===== src/rtl/tapt_pkg.sv =====
// Shared constants, arctangent table and status type for the tilt angle peak tracker.
// Used by tapt_cordic, tapt_peak and tilt_angle_peak_tracker_core; no dependencies.
`timescale 1ns / 1ps

package tapt_pkg;

    localparam int SAMPLE_BITS       = 16;
    localparam int ANGLE_FRAC_BITS   = 7;
    localparam int CORDIC_ITERATIONS = 16;

    localparam int TABLE_LEN  = 24;
    localparam int ACC_FRAC   = 16;
    localparam int GUARD_BITS = 4;

    // vector: sample + guard bits + one for negation + growth headroom
    localparam int DW      = SAMPLE_BITS + GUARD_BITS + 4;
    // angle accumulator: 360 deg in Q16 plus signed margin
    localparam int AW      = ACC_FRAC + 11;
    localparam int ANGLE_W = 16;
    localparam int ITER_W  = $clog2(TABLE_LEN);
    localparam int N_ITER  = (CORDIC_ITERATIONS > TABLE_LEN) ? TABLE_LEN : CORDIC_ITERATIONS;
    localparam int SHIFT   = ACC_FRAC - ANGLE_FRAC_BITS;

    localparam logic signed [AW-1:0] HALF_TURN = AW'(180) <<< ACC_FRAC;
    localparam logic signed [AW-1:0] FULL_TURN = AW'(360) <<< ACC_FRAC;
    localparam logic signed [AW-1:0] ROUND_ADD = (SHIFT > 0) ? (AW'(1) <<< (SHIFT - 1)) : '0;

    // atan(2^-i) in degrees, Q16, rounded to nearest
    localparam logic signed [AW-1:0] ATAN_TAB [0:TABLE_LEN-1] = '{
        AW'(2949120), AW'(1740967), AW'(919879), AW'(466945),
        AW'(234379),  AW'(117304),  AW'(58666),  AW'(29335),
        AW'(14668),   AW'(7334),    AW'(3667),   AW'(1833),
        AW'(917),     AW'(458),     AW'(229),    AW'(115),
        AW'(57),      AW'(29),      AW'(14),     AW'(7),
        AW'(4),       AW'(2),       AW'(1),      AW'(0)
    };

    typedef struct packed {
        logic ready;   // unit idle, may start
        logic done;    // angle valid, waiting to be taken
    } cordic_stat_t;

endpackage


===== src/rtl/tilt_angle_peak_tracker_core.sv =====
// Top level of the tilt angle peak tracker: stream ports, output register, assertions.
// Depends on tapt_pkg, tapt_cordic and tapt_peak.
//
//  channel | dir | tdata (low bit up)                         | tuser
//  s_      | in  | accel_x[15:0], accel_z[31:16] (signed)      | mode
//  m_      | out | tilt_angle[15:0], peak_rise[31:16]          | -
//
// An item is loaded, passes through 16 CORDIC iterations in the single shared
// add/sub stage, then waits to be handed to the output register.
// A sample of all zeros skips the iterations and goes straight to the hand-over.
// s_tready is high only while the CORDIC unit is idle; a result waiting in the
// output register does not block the next sample. Reset clears control and the
// reference/peak state.
`timescale 1ns / 1ps

module tilt_angle_peak_tracker_core (
    input  logic        aclk,
    input  logic        aresetn,
    input  logic        s_tvalid,
    output logic        s_tready,
    input  logic [31:0] s_tdata,   // accel_x [15:0], accel_z [31:16]
    input  logic        s_tuser,   // mode
    output logic        m_tvalid,
    input  logic        m_tready,
    output logic [31:0] m_tdata    // tilt_angle [15:0], peak_rise [31:16]
);

    tapt_pkg::cordic_stat_t cor_stat;
    logic [tapt_pkg::ANGLE_W-1:0] angle, peak_next;
    logic mode_reg, start, take;
    logic m_tvalid_reg;
    logic [31:0] m_tdata_reg;

    assign s_tready = cor_stat.ready;
    assign start    = s_tvalid && s_tready;
    // hand over when the output slot is free or draining this cycle
    assign take     = cor_stat.done && (!m_tvalid_reg || m_tready);

    tapt_cordic u_cordic (
        .aclk     (aclk),
        .aresetn  (aresetn),
        .start    (start),
        .sample_x (s_tdata[15:0]),
        .sample_z (s_tdata[31:16]),
        .take     (take),
        .stat     (cor_stat),
        .angle    (angle)
    );

    tapt_peak u_peak (
        .aclk      (aclk),
        .aresetn   (aresetn),
        .update    (take),
        .mode      (mode_reg),
        .angle     (angle),
        .peak_next (peak_next)
    );

    always_ff @(posedge aclk) begin
        if (!aresetn) begin
            m_tvalid_reg <= 1'b0;
        end else if (take) begin
            m_tvalid_reg <= 1'b1;
        end else if (m_tready) begin
            m_tvalid_reg <= 1'b0;
        end
        if (start) begin
            mode_reg <= s_tuser;
        end
        if (take) begin
            m_tdata_reg <= {peak_next, angle};
        end
    end

    assign m_tvalid = m_tvalid_reg;
    assign m_tdata  = m_tdata_reg;

`ifndef SYNTH
    a_ready_done_excl: assert property (@(posedge aclk) disable iff (!aresetn)
        !(cor_stat.ready && cor_stat.done))
        else $error("cordic ready and done together");

    a_busy_after_accept: assert property (@(posedge aclk) disable iff (!aresetn)
        (s_tvalid && s_tready) |=> !s_tready)
        else $error("input accepted while unit busy");

    a_load_from_done: assert property (@(posedge aclk) disable iff (!aresetn)
        $rose(m_tvalid) |-> $past(cor_stat.done))
        else $error("output loaded without a finished angle");

    a_angle_range: assert property (@(posedge aclk) disable iff (!aresetn)
        m_tvalid |-> (m_tdata[15:0] <= 16'd46080))
        else $error("tilt angle beyond full turn");
`endif

endmodule


===== src/rtl/tapt_cordic.sv =====
// Iterative vectoring CORDIC: one add/sub stage reused once per cycle under a small sequencer.
// Depends on tapt_pkg for widths, the arctangent table and the status struct.
`timescale 1ns / 1ps

module tapt_cordic (
    input  logic                                 aclk,
    input  logic                                 aresetn,
    input  logic                                 start,
    input  logic signed [tapt_pkg::SAMPLE_BITS-1:0] sample_x,
    input  logic signed [tapt_pkg::SAMPLE_BITS-1:0] sample_z,
    input  logic                                 take,
    output tapt_pkg::cordic_stat_t               stat,
    output logic [tapt_pkg::ANGLE_W-1:0]         angle
);

    localparam logic [1:0] ST_IDLE = 2'd0;
    localparam logic [1:0] ST_RUN  = 2'd1;
    localparam logic [1:0] ST_DONE = 2'd2;

    logic [1:0] state_reg, state_next;
    logic [tapt_pkg::ITER_W-1:0] iter_reg, iter_next;
    logic signed [tapt_pkg::DW-1:0] vx_reg, vx_next, vy_reg, vy_next;
    logic signed [tapt_pkg::AW-1:0] acc_reg, acc_next;

    logic signed [tapt_pkg::DW-1:0] x_ext, z_ext, dx, dy;
    logic signed [tapt_pkg::AW-1:0] acc_clamp, acc_round;

    assign x_ext = tapt_pkg::DW'(sample_x) <<< tapt_pkg::GUARD_BITS;
    assign z_ext = tapt_pkg::DW'(sample_z) <<< tapt_pkg::GUARD_BITS;
    assign dx    = vy_reg >>> iter_reg;
    assign dy    = vx_reg >>> iter_reg;

    always_comb begin
        state_next = state_reg;
        iter_next  = iter_reg;
        vx_next    = vx_reg;
        vy_next    = vy_reg;
        acc_next   = acc_reg;
        case (state_reg)
            ST_IDLE: begin
                if (start) begin
                    iter_next = '0;
                    if (sample_x == '0 && sample_z == '0) begin
                        acc_next   = tapt_pkg::HALF_TURN;
                        state_next = ST_DONE;
                    end else begin
                        state_next = ST_RUN;
                        if (!sample_z[tapt_pkg::SAMPLE_BITS-1]) begin
                            vx_next  = z_ext;
                            vy_next  = x_ext;
                            acc_next = tapt_pkg::HALF_TURN;
                        end else begin
                            // rotate into the right half plane
                            vx_next  = -z_ext;
                            vy_next  = -x_ext;
                            acc_next = sample_x[tapt_pkg::SAMPLE_BITS-1] ? '0
                                                                          : tapt_pkg::FULL_TURN;
                        end
                    end
                end
            end
            ST_RUN: begin
                if (!vy_reg[tapt_pkg::DW-1]) begin
                    vx_next  = vx_reg + dx;
                    vy_next  = vy_reg - dy;
                    acc_next = acc_reg + tapt_pkg::ATAN_TAB[iter_reg];
                end else begin
                    vx_next  = vx_reg - dx;
                    vy_next  = vy_reg + dy;
                    acc_next = acc_reg - tapt_pkg::ATAN_TAB[iter_reg];
                end
                iter_next = iter_reg + 1'b1;
                if (iter_reg == tapt_pkg::ITER_W'(tapt_pkg::N_ITER - 1)) begin
                    state_next = ST_DONE;
                end
            end
            ST_DONE: begin
                if (take) begin
                    state_next = ST_IDLE;
                end
            end
            default: begin
                state_next = ST_IDLE;
            end
        endcase
    end

    always_ff @(posedge aclk) begin
        if (!aresetn) begin
            state_reg <= ST_IDLE;
        end else begin
            state_reg <= state_next;
        end
        iter_reg <= iter_next;
        vx_reg   <= vx_next;
        vy_reg   <= vy_next;
        acc_reg  <= acc_next;
    end

    // clamp to one full turn, then round half up to the output resolution
    always_comb begin
        if (acc_reg < 0) begin
            acc_clamp = '0;
        end else if (acc_reg > tapt_pkg::FULL_TURN) begin
            acc_clamp = tapt_pkg::FULL_TURN;
        end else begin
            acc_clamp = acc_reg;
        end
        acc_round = (acc_clamp + tapt_pkg::ROUND_ADD) >>> tapt_pkg::SHIFT;
    end

    assign angle      = acc_round[tapt_pkg::ANGLE_W-1:0];
    assign stat.ready = (state_reg == ST_IDLE);
    assign stat.done  = (state_reg == ST_DONE);

endmodule


===== src/rtl/tapt_peak.sv =====
// Reference angle and peak rise registers with their update compare.
// Depends on tapt_pkg for the angle width.
`timescale 1ns / 1ps

module tapt_peak (
    input  logic                          aclk,
    input  logic                          aresetn,
    input  logic                          update,
    input  logic                          mode,
    input  logic [tapt_pkg::ANGLE_W-1:0]  angle,
    output logic [tapt_pkg::ANGLE_W-1:0]  peak_next
);

    logic [tapt_pkg::ANGLE_W-1:0] ref_reg, ref_next, peak_reg;
    logic signed [tapt_pkg::ANGLE_W:0] diff;

    assign diff = $signed({1'b0, angle}) - $signed({1'b0, ref_reg});

    always_comb begin
        ref_next  = ref_reg;
        peak_next = peak_reg;
        if (!mode) begin
            ref_next  = angle;
            peak_next = '0;
        end else if (diff > $signed({1'b0, peak_reg})) begin
            peak_next = diff[tapt_pkg::ANGLE_W-1:0];
        end
    end

    always_ff @(posedge aclk) begin
        if (!aresetn) begin
            ref_reg  <= '0;
            peak_reg <= '0;
        end else if (update) begin
            ref_reg  <= ref_next;
            peak_reg <= peak_next;
        end
    end

endmodule


===== config.mk =====
export PLATFORM = sky130hd
export DESIGN_NAME = tilt_angle_peak_tracker_core
export DESIGN_NICKNAME = d
export VERILOG_FILES = /design/src/rtl/tapt_pkg.sv /design/src/rtl/tilt_angle_peak_tracker_core.sv /design/src/rtl/tapt_cordic.sv /design/src/rtl/tapt_peak.sv
export SDC_FILE = /design/constraint.sdc
export NUM_CORES = 1
export LEC_CHECK = 0
export ABC_AREA = 1
export ABC_CLOCK_PERIOD_IN_PS = 6100
export BUFFER_PORTS_ARGS = -buffer_cell sky130_fd_sc_hd__clkbuf_2
export CORE_ASPECT_RATIO = 0.6
export CORE_MARGIN = 5
export CORE_UTILIZATION = 37
export CTS_CLUSTER_SIZE = 12
export DETAILED_ROUTE_END_ITERATION = 7
export PLACE_DENSITY = 0.59
export SYNTH_ARGS = -nofsm -noshare
export SYNTH_HDL_FRONTEND = slang
export SYNTH_SLANG_ARGS = --single-unit

===== constraint.sdc =====
create_clock -name aclk -period 6.1 [get_ports aclk]
set_input_delay 0.305 -clock aclk [delete_from_list [all_inputs] [get_ports aclk]]
set_output_delay 0.305 -clock aclk [all_outputs]
set_load 0.005 [all_outputs]

==> results of run 1 <==
[Yosys cell counts, types with 33 or more instances]
library cell  number  area, sq um
a21oi_1          195        975.9
dfxtp_1           35        700.7
edfxtp_1         113         3393
ha_1             117         1464
inv_1            282         1059
nand2_1          620         2327
nand3_1          307         1536
nor2_1           228        855.8
nor3_1            33        165.2
o21ai_0          158        790.8
xnor2_1           41        359.1
xor2_1            60        525.5
[layer usage]
layer  up-vias  wire, um  share of wire (%)
li1       8431         -                  -
met1      7993     31170                 53
met2       775     19850                 34
met3        40      6935                 12
met4         2       543               0.93
met5         -        13              0.022
[power by group through the flow]
stage	clock network, uW	registers [uW]	logic, uW
floorplan	0	1500	4560
global placement	0	1630	6080
detailed placement	0	1630	6120
CTS	1200	1610	6150
global route	1240	1630	7080
finish	1180	1620	6360
[cell type report]
class	instances	area, sq um
Inverter	298	1119
Timing Repair Buffer	109	659.4
Clock buffer	17	425.4
Multi-Input combinational cell	1959	10590
Fill cell	4725	25450
Tap cell	579	724.4
Clock inverter	15	193.9
Sequential cell	148	4094
[final timing paths]
kind | start | endpoint | slack (ps)
setup / recovery | u_cordic.acc_reg[21] | m_tdata[16] | 380
hold / removal | s_tuser | mode_reg | 30
setup reg to reg | u_cordic.acc_reg[21] | m_tdata[16] | 380
hold reg to reg | u_peak.peak_reg[9] | u_peak.peak_reg[9] | 550
[kinds of logic after synthesis]
| family | count (synthesis) |
|---|---|
| and+or+nand+nor | 1282 |
| adders and majority gates | 121 |
| buffers and inverters | 380 |
| AOI/OAI and AO/OA | 455 |
| DFF | 148 |
| xor gates and xnor gates | 101 |
[repair_timing]
item / CTS / global route
endpoints found under the setup margin: 0 / 32
resized for setup: 0 / 10
setup buffers: 0 / 7
[through the flow]
stage / cell area (sq um) / util, % / power (uW)
detailed placement: 17090 / 39.50 / 7748
global placement: 17090 / 39.50 / 7708
global route: 17810 / 41.17 / 9956
finish: 17810 / 41.17 / 9169
floorplan: 16170 / - / 6060
CTS: 17710 / 40.93 / 8962
==> impl_metrics.tcl, run 1 <==
set metrics [dict create \
    status "complete, no violations" \
    dpl.cell_count 3086 \
    arrival_ps 5940 \
    final_cells 3125 \
    grt_pass1_wl_um 89020 \
    initial_core_util_pct 37.37 \
    grt_overflow 0 \
    yosys.area_share.adder_pct 9.550 \
    finalClockSkew_ps 15.28 \
    use_met1_pct 40.12 \
    hold_viol 0 \
    crit_required_ps 6320 \
    slew_violations 0 \
    synthDistinctLibCells 59 \
    diodes 0 \
    grt_max_degree 71 \
    crit_path_end_kind "register" \
    hold_depth 1 \
    mostFrequentLayoutCells "nand2_1 (619), nand3_1 (307), inv_1 (280)" \
    p_seq_share_pct 17.7 \
    cp.depth 32 \
    synth_top_family_by_area "simple AND/OR/NAND/NOR gates" \
    final_common_cell "nand2_1" \
    route.detailed.drc 0 \
    switching_power_uw 5027 \
    boundaryPins 71 \
    synth_nets 2645 \
    p_clk_share_pct 12.9 \
    setup_tns_ps 0 \
    finalWeightedCongestion 1.008 \
    synth-xor-area-share_pct 5.471 \
    grt_pass1_vias 15049 \
    power.share.combinational_pct 69.4 \
    dieArea_sq_um 48120 \
    grt_use_met3_pct 7.409 \
    layout_setup_ws_ps 380.9 \
    synth-compound-area-share_pct 15.61 \
    synthFlopType "edfxtp_1" \
    slowest_delay_ps 440 \
    worstSetupStartpointType "register" \
    die_h_um 171.9 \
    critPathMaxFanout 16 \
    crit_buf_inv 6 \
    vias 17241 \
    coreArea_sq_um 43260 \
    p_int_uw 4142 \
    yosysWarnings 0 \
    drt_iter0_drc 2053 \
    dp_slack_ps 174.5 \
    grt.total_usage_pct 23.78 \
    busiest_layer "met1" \
    via_per_inst 5.517 \
    ir_drop_uv 194.6 \
    numCtsBuffers 17 \
    powerDensity_nw_per_um2 514.9 \
    cts.clk_slew.worst_paths_ps 70 \
    root_buffer "clkbuf_16" \
    drv_cap 0 \
    fin_crit_sh_pct 93.76 \
    async_reset_ff_share_pct 0 \
    antenna_found_initial 1 \
    holdBufCountCts 0 \
    ys_ff_latch 148 \
    synth_mux_area_share_pct 0 \
    row_count 59 \
    cts_sinks 148 \
    mappedNetlistArea_sq_um 16170 \
    cp_slowest_cell "edfxtp_1" \
    worstMarginPinSlew_ps 1140 \
    yosys.area_share.simple_pct 34.46 \
    syn_inst 2487 \
    switching_share_pct 54.83 \
    setup_viol 0 \
    critical-path-top-delay-family "simple AND/OR/NAND/NOR gates" \
    drive_above_1_share_pct 8.759 \
    syn_avg_cell_area_sq_um 6.501 \
    clkLatencyLatePin_ps 460 \
    cts_buffer_depth 2 \
    max_slew_margin_pct 23.72 \
    nets 2691 \
    layout_min_cycle_time_ps 5719 \
    p_leak_uw 0.008497 \
    max_freq_mhz 174.9 \
    cts_htree_levels 4 \
    drt-wirelength-per-cell_um 18.72 \
    whs_ps 26.16 \
    rsz0062_at_grt "no" \
    antenna_left 0 \
    crit_path_frequent_cell "nand2_1" \
    hold_path.class "in -> reg" \
    synth_edf_count 113 \
    crit_type "reg -> reg" \
    largest_register_ffs 32 \
    fp.dieW_um 279.9 \
    portBuffers 70 \
    dr.pass1.iters 6 \
    hpwlAfterDp_um 46120 \
    drt-total-wl_um 58510 \
    yosysSeqAreaShare_pct 25.32 \
    tritoncts "yes" \
    syn_to_final_growth_pct 10.15 \
    rr_worst_depth 32 \
    use_met2_pct 28.31 \
]
Note: power is estimated with default switching activity, not from simulation.
==> run 2: changes to the inputs <==
- CORE_UTILIZATION: 37 -> 28
- PLACE_DENSITY: 0.59 -> 0.5
==> run 2 against run 1 <==
Effect of this change:
- worst hold slack improved by 100 ps
- total power fell by 0.26%
- clock-buffer cell count rose by 6
- sequential cell count did not move
- fmax rose by 1.3%
- cell count rose by 6.4%
- via count fell by 0.41%
- clock skew fell by 1.7 ps
- critical endpoint is now u_cordic.vx_reg[18]
==> impl_metrics.tcl, run 2 (synthesis results as in run 1) <==
set metrics [dict create \
    crit_required_ps 6440 \
    drt_iter0_drc 1782 \
    route.detailed.drc 0 \
    crit_type "reg -> reg" \
    finalClockSkew_ps 13.58 \
    worstSetupStartpointType "register" \
    grt_overflow 0 \
    dieArea_sq_um 62810 \
    final_common_cell "nand2_1" \
    dr.pass1.iters 6 \
    multi_input_area_sq_um 10610 \
    root_buffer "clkbuf_16" \
    register_area_sq_um 4094 \
    whs_ps 127.9 \
    reg2reg_setup_slack_ps 450 \
    grt_max_degree 70 \
    p_seq_share_pct 17.8 \
    vias 17171 \
    finalWeightedCongestion 0.9678 \
    switching_share_pct 55.36 \
    dpl.cell_count 3287 \
    setup_tns_ps 0 \
    layout_min_cycle_time_ps 5648 \
    slowest_delay_ps 560 \
    initial_core_util_pct 28.19 \
    mostFrequentLayoutCells "nand2_1 (618), nand3_1 (307), inv_1 (279)" \
    grt_pass1_vias 15296 \
    cp_cell_sequence "inv_2 -> nor2_4 -> o2bb2ai_1 -> o21ai_1 -> nand3_2 -> inv_1 -> ha_1 -> nand2_1 -> a21oi_1 -> nor2_1 -> xnor2_1 -> inv_1 -> ha_1 -> nand2_1 -> nor2_1 -> a21oi_1 -> o21ai_0 -> nand3_1 -> o211ai_1 -> a21oi_1 -> xnor2_1 -> nand2_1 -> nand2_1" \
    drv_cap 0 \
    placed_area_sq_um 17400 \
    syn_to_final_growth_pct 11.58 \
    status "complete, no violations" \
    drt-total-wl_um 60690 \
    cts_buffer_depth 2 \
    rsz0062_at_grt "no" \
    crit_path_frequent_cell "nand2_1" \
    fill_cells 6364 \
    drive_above_1_share_pct 9.002 \
    switching_power_uw 5062 \
    via_per_inst 5.164 \
    max_slew_margin_pct 22.88 \
    fin_crit_sh_pct 92.58 \
    drt-wirelength-per-cell_um 18.25 \
    antenna_left 0 \
    grt_pass1_wl_um 92520 \
    antenna_found_initial 0 \
    worstMarginPinSlew_ps 1157 \
    tritoncts "yes" \
    cp_slowest_cell "edfxtp_1" \
    p_leak_uw 0.008479 \
    final_cells 3325 \
    ir_drop_uv 248.2 \
    coreArea_sq_um 57350 \
    diodes 0 \
    portBuffers 70 \
    powerDensity_nw_per_um2 506.9 \
    fp.dieW_um 320.2 \
    numCtsBuffers 17 \
    row_count 68 \
    hold_viol 0 \
    cts_sinks 148 \
    crit_path_end_kind "register" \
    setup_viol 0 \
    power.share.combinational_pct 71.0 \
    critPathMaxFanout 24 \
    p_int_uw 4082 \
    largest_register_ffs 32 \
    power_uw 9144 \
    arrival_ps 5980 \
    hpwlAfterDp_um 47790 \
    boundaryPins 71 \
    die_h_um 196.1 \
    hold_path.class "in -> reg" \
    clkLatencyLatePin_ps 470 \
    cts.clk_slew.worst_paths_ps 70 \
    cts_htree_levels 4 \
    final_cell_area_sq_um 18040 \
    max_freq_mhz 177.1 \
    nets 2700 \
    p_clk_share_pct 11.2 \
    grt.total_usage_pct 18.86 \
    slew_violations 0 \
]
run 2: changes by cell type in the layout (fill, tap and decap cells not counted), moves of 2 or more:
cell,change
buf_4,+8
bufinv_16,-3
clkbuf_1,+4
clkbuf_8,+2
clkinv_2,+3
clkinv_4,-3
clkinvlp_4,+3
inv_2,+2
inv_6,-4
inv_8,-2
nor2_2,-2
nor2_4,+2
run 2: what timing repair did:
item | 4_1_cts | 5_1_grt
endpoints found under the setup margin | 0 | 32
buffers inserted | 0 | 5
resized for setup | 0 | 15
endpoints found under the hold margin | 1 | 0
hold buffers | 1 | 0
run 2: worst paths after layout:
check,start,to,cells after the start
worst max register to register,u_cordic.iter_reg[1],u_cordic.vx_reg[18],23
worst min-delay path,m_tready,u_cordic.state_reg[1],4
worst min register to register,u_peak.peak_reg[12],u_peak.peak_reg[12],2
worst max-delay path,u_cordic.iter_reg[1],u_cordic.vx_reg[18],23
run 2: final cells by class:
| class | instances | share of cell area (%) |
|---|---|---|
| Clock inverter | 9 | 0.3052 |
| Inverter | 298 | 6.201 |
| Tap cell | 770 | 5.341 |
| Sequential cell | 148 | 22.69 |
| Multi-Input combinational cell | 1959 | 58.82 |
| Timing Repair Buffer | 118 | 4.044 |
| Clock buffer | 23 | 2.594 |
run 2: per-stage QoR:
| stage | util [%] | worst slack (ps) |
|---|---|---|
| finish | 31.46 | 452.4 |
| global route | 31.46 | 0.2811 |
| CTS | 31.27 | 97.94 |
| detailed placement | 30.34 | 136.6 |
| global placement | 30.34 | 424.2 |
| floorplan | - | 1287 |
run 2: power groups by stage:
| stage | clock [uW] | combinational, uW | sequential [uW] |
|---|---|---|---|
| after detailed placement | 0 | 6260 | 1630 |
| after CTS | 1050 | 6300 | 1620 |
| after global routing | 1090 | 7250 | 1640 |
| after global placement | 0 | 6250 | 1630 |
| final | 1020 | 6490 | 1630 |
| after floorplan | 0 | 4560 | 1500 |
run 2: metal layers:
| layer | share of wire [%] | up-vias | track usage [%] |
|---|---|---|---|
| met5 | 0 | - | 0 |
| met4 | 1.1 | 0 | 3.147 |
| met3 | 9.7 | 51 | 4.991 |
| met2 | 34 | 672 | 22.28 |
| met1 | 56 | 7999 | 32.37 |
| li1 | - | 8449 | - |
run 2: worst max-delay path, delay by kind of cell (launching register included):
family | cells | cell delay [ps]
xor+xnor | 2 | 690
compound gates | 7 | 1760
fa+ha+maj | 2 | 620
buf+inv | 3 | 690
flops | 1 | 560
simple gates | 9 | 1210
